==> src/rtl/pal_pkg.sv <==
// Shared types, sizes and element conversion functions for the positional array list.
// No dependencies; every other file of the block imports this package.
package pal_pkg;

  localparam int CAPACITY   = 64;
  localparam int ELEM_W     = 32;
  localparam int IDX_W      = (CAPACITY > 1) ? $clog2(CAPACITY) : 1;
  localparam int CNT_W      = $clog2(CAPACITY + 1);
  localparam int POS_W      = 7;
  localparam int WORD_W     = 32;
  localparam int LEN_W      = 7;
  localparam int CMP_W      = ((POS_W > CNT_W) ? POS_W : CNT_W) + 1;
  localparam int GROUP_SZ   = 8;
  localparam int NUM_GRP    = (CAPACITY + GROUP_SZ - 1) / GROUP_SZ;
  localparam int IN_DATA_W  = 48;
  localparam int OUT_DATA_W = 48;

  typedef enum logic [1:0] {
    OP_READ   = 2'd0,
    OP_WRITE  = 2'd1,
    OP_INSERT = 2'd2,
    OP_ERASE  = 2'd3
  } pal_op_e;

  typedef enum logic [1:0] {
    STAT_OK      = 2'd0,
    STAT_BAD_POS = 2'd1,
    STAT_FULL    = 2'd2
  } pal_status_e;

  typedef enum logic [1:0] {
    S_IDLE,
    S_SHIFT,
    S_REDUCE
  } pal_state_e;

  typedef logic [ELEM_W-1:0] pal_elem_t;

  // Command broadcast to every cell of the chain.
  typedef struct packed {
    logic              en;
    pal_op_e           op;
    logic [IDX_W-1:0]  idx;
    pal_elem_t         value;
  } pal_cmd_t;

  // Sign-extends the 32-bit input word and keeps the element bits.
  function automatic pal_elem_t to_elem(input logic [WORD_W-1:0] v);
    logic [63:0] w;
    w = {{(64 - WORD_W){v[WORD_W-1]}}, v};
    return w[ELEM_W-1:0];
  endfunction

  // Sign-extends a stored element and keeps the low 32 bits.
  function automatic logic [WORD_W-1:0] from_elem(input pal_elem_t e);
    logic [63:0] w;
    w = 64'(signed'(e));
    return w[WORD_W-1:0];
  endfunction

endpackage

==> src/rtl/pal_cell.sv <==
// One cell of the list chain: holds a single entry and takes its neighbors' data on shifts.
// Depends on pal_pkg.
module pal_cell
  import pal_pkg::*;
(
  input  logic             clk_i,
  input  logic [IDX_W-1:0] cell_idx_i,
  input  pal_cmd_t         cmd_i,
  input  pal_elem_t        left_i,
  input  pal_elem_t        right_i,
  output pal_elem_t        data_o,
  output pal_elem_t        rd_o
);

  pal_elem_t data_q, data_d;
  logic      hit, above;

  assign hit   = (cell_idx_i == cmd_i.idx);
  assign above = (cell_idx_i > cmd_i.idx);

  always_comb begin
    data_d = data_q;
    if (cmd_i.en) begin
      case (cmd_i.op)
        OP_WRITE: begin
          if (hit) data_d = cmd_i.value;
        end
        OP_INSERT: begin
          if (hit)        data_d = cmd_i.value;
          else if (above) data_d = left_i;
        end
        OP_ERASE: begin
          if (hit || above) data_d = right_i;
        end
        default: begin
          data_d = data_q;
        end
      endcase
    end
  end

  always_ff @(posedge clk_i) begin
    data_q <= data_d;
  end

  assign data_o = data_q;
  assign rd_o   = (cmd_i.en && cmd_i.op == OP_READ && hit) ? data_q : '0;

endmodule

==> config.mk <==
export PLATFORM = sky130hd
export DESIGN_NAME = pal_cell
export DESIGN_NICKNAME = d
export VERILOG_FILES = /design/src/rtl/pal_pkg.sv /design/src/rtl/pal_cell.sv
export SDC_FILE = /design/constraint.sdc
export NUM_CORES = 1
export LEC_CHECK = 0
export ABC_AREA = 1
export BUFFER_PORTS_ARGS = -buffer_cell sky130_fd_sc_hd__clkbuf_2
export CAP_MARGIN = 20
export CELL_PAD_IN_SITES_DETAIL_PLACEMENT = 1
export CELL_PAD_IN_SITES_GLOBAL_PLACEMENT = 2
export CORE_MARGIN = 1
export CORE_UTILIZATION = 19
export CTS_CLUSTER_DIAMETER = 60
export DETAILED_ROUTE_END_ITERATION = 7
export PLACE_DENSITY_LB_ADDON = 0.1
export RECOVER_POWER = 25
export SYNTH_ARGS = -nofsm -noshare
export SYNTH_HDL_FRONTEND = slang
export SYNTH_SLANG_ARGS = --single-unit
==> constraint.sdc <==
create_clock -name clk_i -period 1.9 [get_ports clk_i]
set_input_delay 0 -clock clk_i [delete_from_list [all_inputs] [get_ports clk_i]]
set_output_delay 0 -clock clk_i [all_outputs]
set_load 0.02 [all_outputs]
==> results.md <==
- Worst-margin pin slew: 905 ps
- Count of hold-fix buffers inserted at cts: 0
- Most used standard cell by instance count after synthesis: inv_1
- Final worst path period share: 71.0%
- Final setup fails: 0
- Commonest cells post-synth: inv_1 (141), nand3_1 (97), nand2_1 (75)
- Share of post-route cells with drive strength above 1: 29.7%
- Standard-cell row count: 44
- Remaining global-route overflow: 0
- Maximum number of pins on one net before global-route repair: 33
- Met2 WL: 5410 um
- Min Clock Period, post-route: 1350 ps
- Maximum Capacitance Violations: 0
- CTS clk-pin slew, worst paths: 50 ps
- DRT Pass-1 Iters: 4
- Buf+Inv Stages, Crit Path: 5
- Top-area cell type share of the netlist area: 33.6%
- Clock tree from TritonCTS: built
- Biggest area contributors in the synthesized netlist: edfxtp_1 (34%), inv_1 (19%), nand3_1 (17%), nand2_1 (9.8%), o21ai_0 (5.6%)
- Number of warning messages in the yosys log: 0
- Detailed-route via count: 3,260
- Wire length of the first global-routing pass: 17,500 um
- Critical path, cell by cell: clkbuf_2 > inv_1 > ha_1 > nand2_2 > nor2_4 > nand2_2 > clkinv_2 > nand3_4 > buf_4 > nor2_1 > clkbuf_2
- IR drop worst, VDD: 0.314 mV
- Aggregate routed wire length: 10,800 um
- Static Leak: 2.36 nW
- Result of the run: finished, final reports clean
- Sum of routed wire segments on met1: 4710 um
- Amount of wire on met3 after detailed routing: 594 um
- Standard cell with the maximum stage delay on the critical path: ha_1
- Average cell area after synthesis: 6.36 sq um
- Critical path launch point type: input pin
- Routed len/inst: 13.5 um
- Worst Setup Path Type: input pin to primary output
- Capturing element type of the critical path: primary output
- Buffers inserted by post-CTS timing repair: 0
- Number of antenna diodes: 0
- CTS HTree Levels: 2
- Top achievable clock speed: 742 MHz
- Count of cell types in the netlist: 19
- Total non-filler cell area in the finished layout: 4050 sq um
- Starting DRC count in detailed routing: 116
- Total negative setup slack: 0 ps
- Full die area: 15,500 sq um
- Root buf cell: clkbuf_16
- Die width: 125 um
- Placed Area: 3960 sq um
- Count of flip-flops with a built-in enable after synthesis: 32
- Final hold slack: 94.8 ps
- Crit-path max cell delay: 300 ps
- Initial antenna violation count: 1
- Number of pins exceeding their max-slew limit in the final report: 0
- Number of buffers on the longest clock path: 2
- Sequential fraction of the synthesis area: 33.6%
- Detailed-route vias per instance: 4.06
- Post-synthesis instance total: 450
- #FFs+latches synth: 32
- Final GP Congestion: 0.693
- Layout overhead on the synthesized area: 41.6%
- Largest register FFs: 32
- Netlist area before placement: 2860 sq um
- Required time reported for the critical path endpoint: 1900 ps
- Hold path cells: 5
- Total of cells resized after clock tree synthesis: 0
- Core outline area: 14,600 sq um
- Worst min-delay path class: input pin to flop
- Most common flop cell mapped by yosys: edfxtp_1
- Largest area contributor in the netlist: edfxtp_1
- Total power divided by cell area: 544 nW/um^2
- Num ports: 176
- Max-slew headroom at the worst pin: 39.5%
- Arrival time of data at the critical path endpoint: 1350 ps
- Port Buf Inserts: 175
- Startpoint of the most critical hold path: left_i[17]
- Endpoint with the worst hold slack: data_o[17]$_DFFE_PP_
- Total GRT Usage: 14.2%
- Highest net fanout along the worst path: 17
- Total half-perimeter wirelength after legalization and detailed placement: 8400 um
- Die boundary height: 125 um
- Total power draw: 2.20 mW
- Number of clock buffers inserted by TritonCTS: 5
- Async set-reset flop share out of synthesis: 0%
- Number of sinks handled by clock tree synthesis: 32
- Nets@finish: 737
- Setup repair after global routing missed its margin: false
- Hold Violations, Final: 0
- Final ANT Viol Nets: 0
- Final routed DRC violation total: 0
- Number of global-route vias before repair: 3,461
- Starting Density: 19.6%
- Synthesized netlist net count: 568
- Top layer reached by signal wires: met4
- CP delay by family, top: buffers and inverters
==> metrics by stage <==
step,utilization [%],cells,worst slack [ps]
global route,27.8,803,413
global placement,27.1,796,353
floorplan,-,450,34.1
CTS,28.0,803,525
detailed placement,27.1,796,312
finish,27.8,803,551
==> cell type report <==
cell class / instances / area [sq um]
inverter: 142 / 534
timing repair buffer: 188 / 958
tap: 184 / 230
clock buffer: 5 / 125
clock inverter: 2 / 7.51
fill: 1911 / 10500
multi-input combinational: 250 / 1230
sequential: 32 / 961
==> worst min-delay path: stages <==
cell	delay [ps]
clkbuf_2	70
inv_1	30
nand2_1	50
nand3_1	60
nand2_1	50
==> cells by family after synthesis <==
| family | synth area share [%] |
|---|---|
| and+or+nand+nor | 34.5 |
| DFF | 33.6 |
| adders and majority gates | 2.62 |
| buffers and inverters | 23.5 |
| AOI/OAI and AO/OA | 5.77 |
==> how the worst max path moves through the flow <==
stage          startpoint                    to  slack [ps]  cells past startpoint
6_report        cmd_i[37]              rd_o[16]         550                     11
5_1_grt         cmd_i[37]              rd_o[12]         410                     11
4_1_cts         cmd_i[37]              rd_o[16]         530                     11
3_5_place_dp    cmd_i[37]  data_o[25]$_DFFE_PP_         310                     10
3_3_place_gp    cmd_i[37]  data_o[25]$_DFFE_PP_         350                     10
2_1_floorplan   cmd_i[37]   data_o[0]$_DFFE_PP_          30                      8
==> report_power, final <==
part           leakage (nW)  switching, mW  internal [mW]  total, mW
Combinational          2.01          0.360          0.214      0.574
Clock                0.0648          0.278          0.468      0.746
Sequential            0.284         0.0319          0.849      0.881
==> layer usage <==
metal	up-vias	GRT usage (%)
met5	-	0
met4	0	2.98
met3	8	2.96
met2	96	25.6
met1	1463	17.2
li1	1693	-
==> placed cells by master (no fill, tap or decap) <==
cell | netlist | routed
nand2_2 | 2 | 3
ha_1 | 6 | 6
a21oi_1 | 1 | 1
nor2_2 | 17 | 16
clkbuf_2 | 0 | 143
inv_1 | 141 | 141
clkbuf_16 | 0 | 5
clkinv_1 | 0 | 2
nand2_1 | 75 | 74
buf_12 | 0 | 2
nand3b_1 | 1 | 1
o21ai_0 | 32 | 32
edfxtp_1 | 32 | 32
clkinv_2 | 1 | 1
clkbuf_1 | 8 | 32
nand3_4 | 1 | 1
nor2_1 | 17 | 17
nor2_4 | 1 | 2
nand3_1 | 97 | 97
buf_4 | 1 | 11
Power figures use the tool's default switching activity.
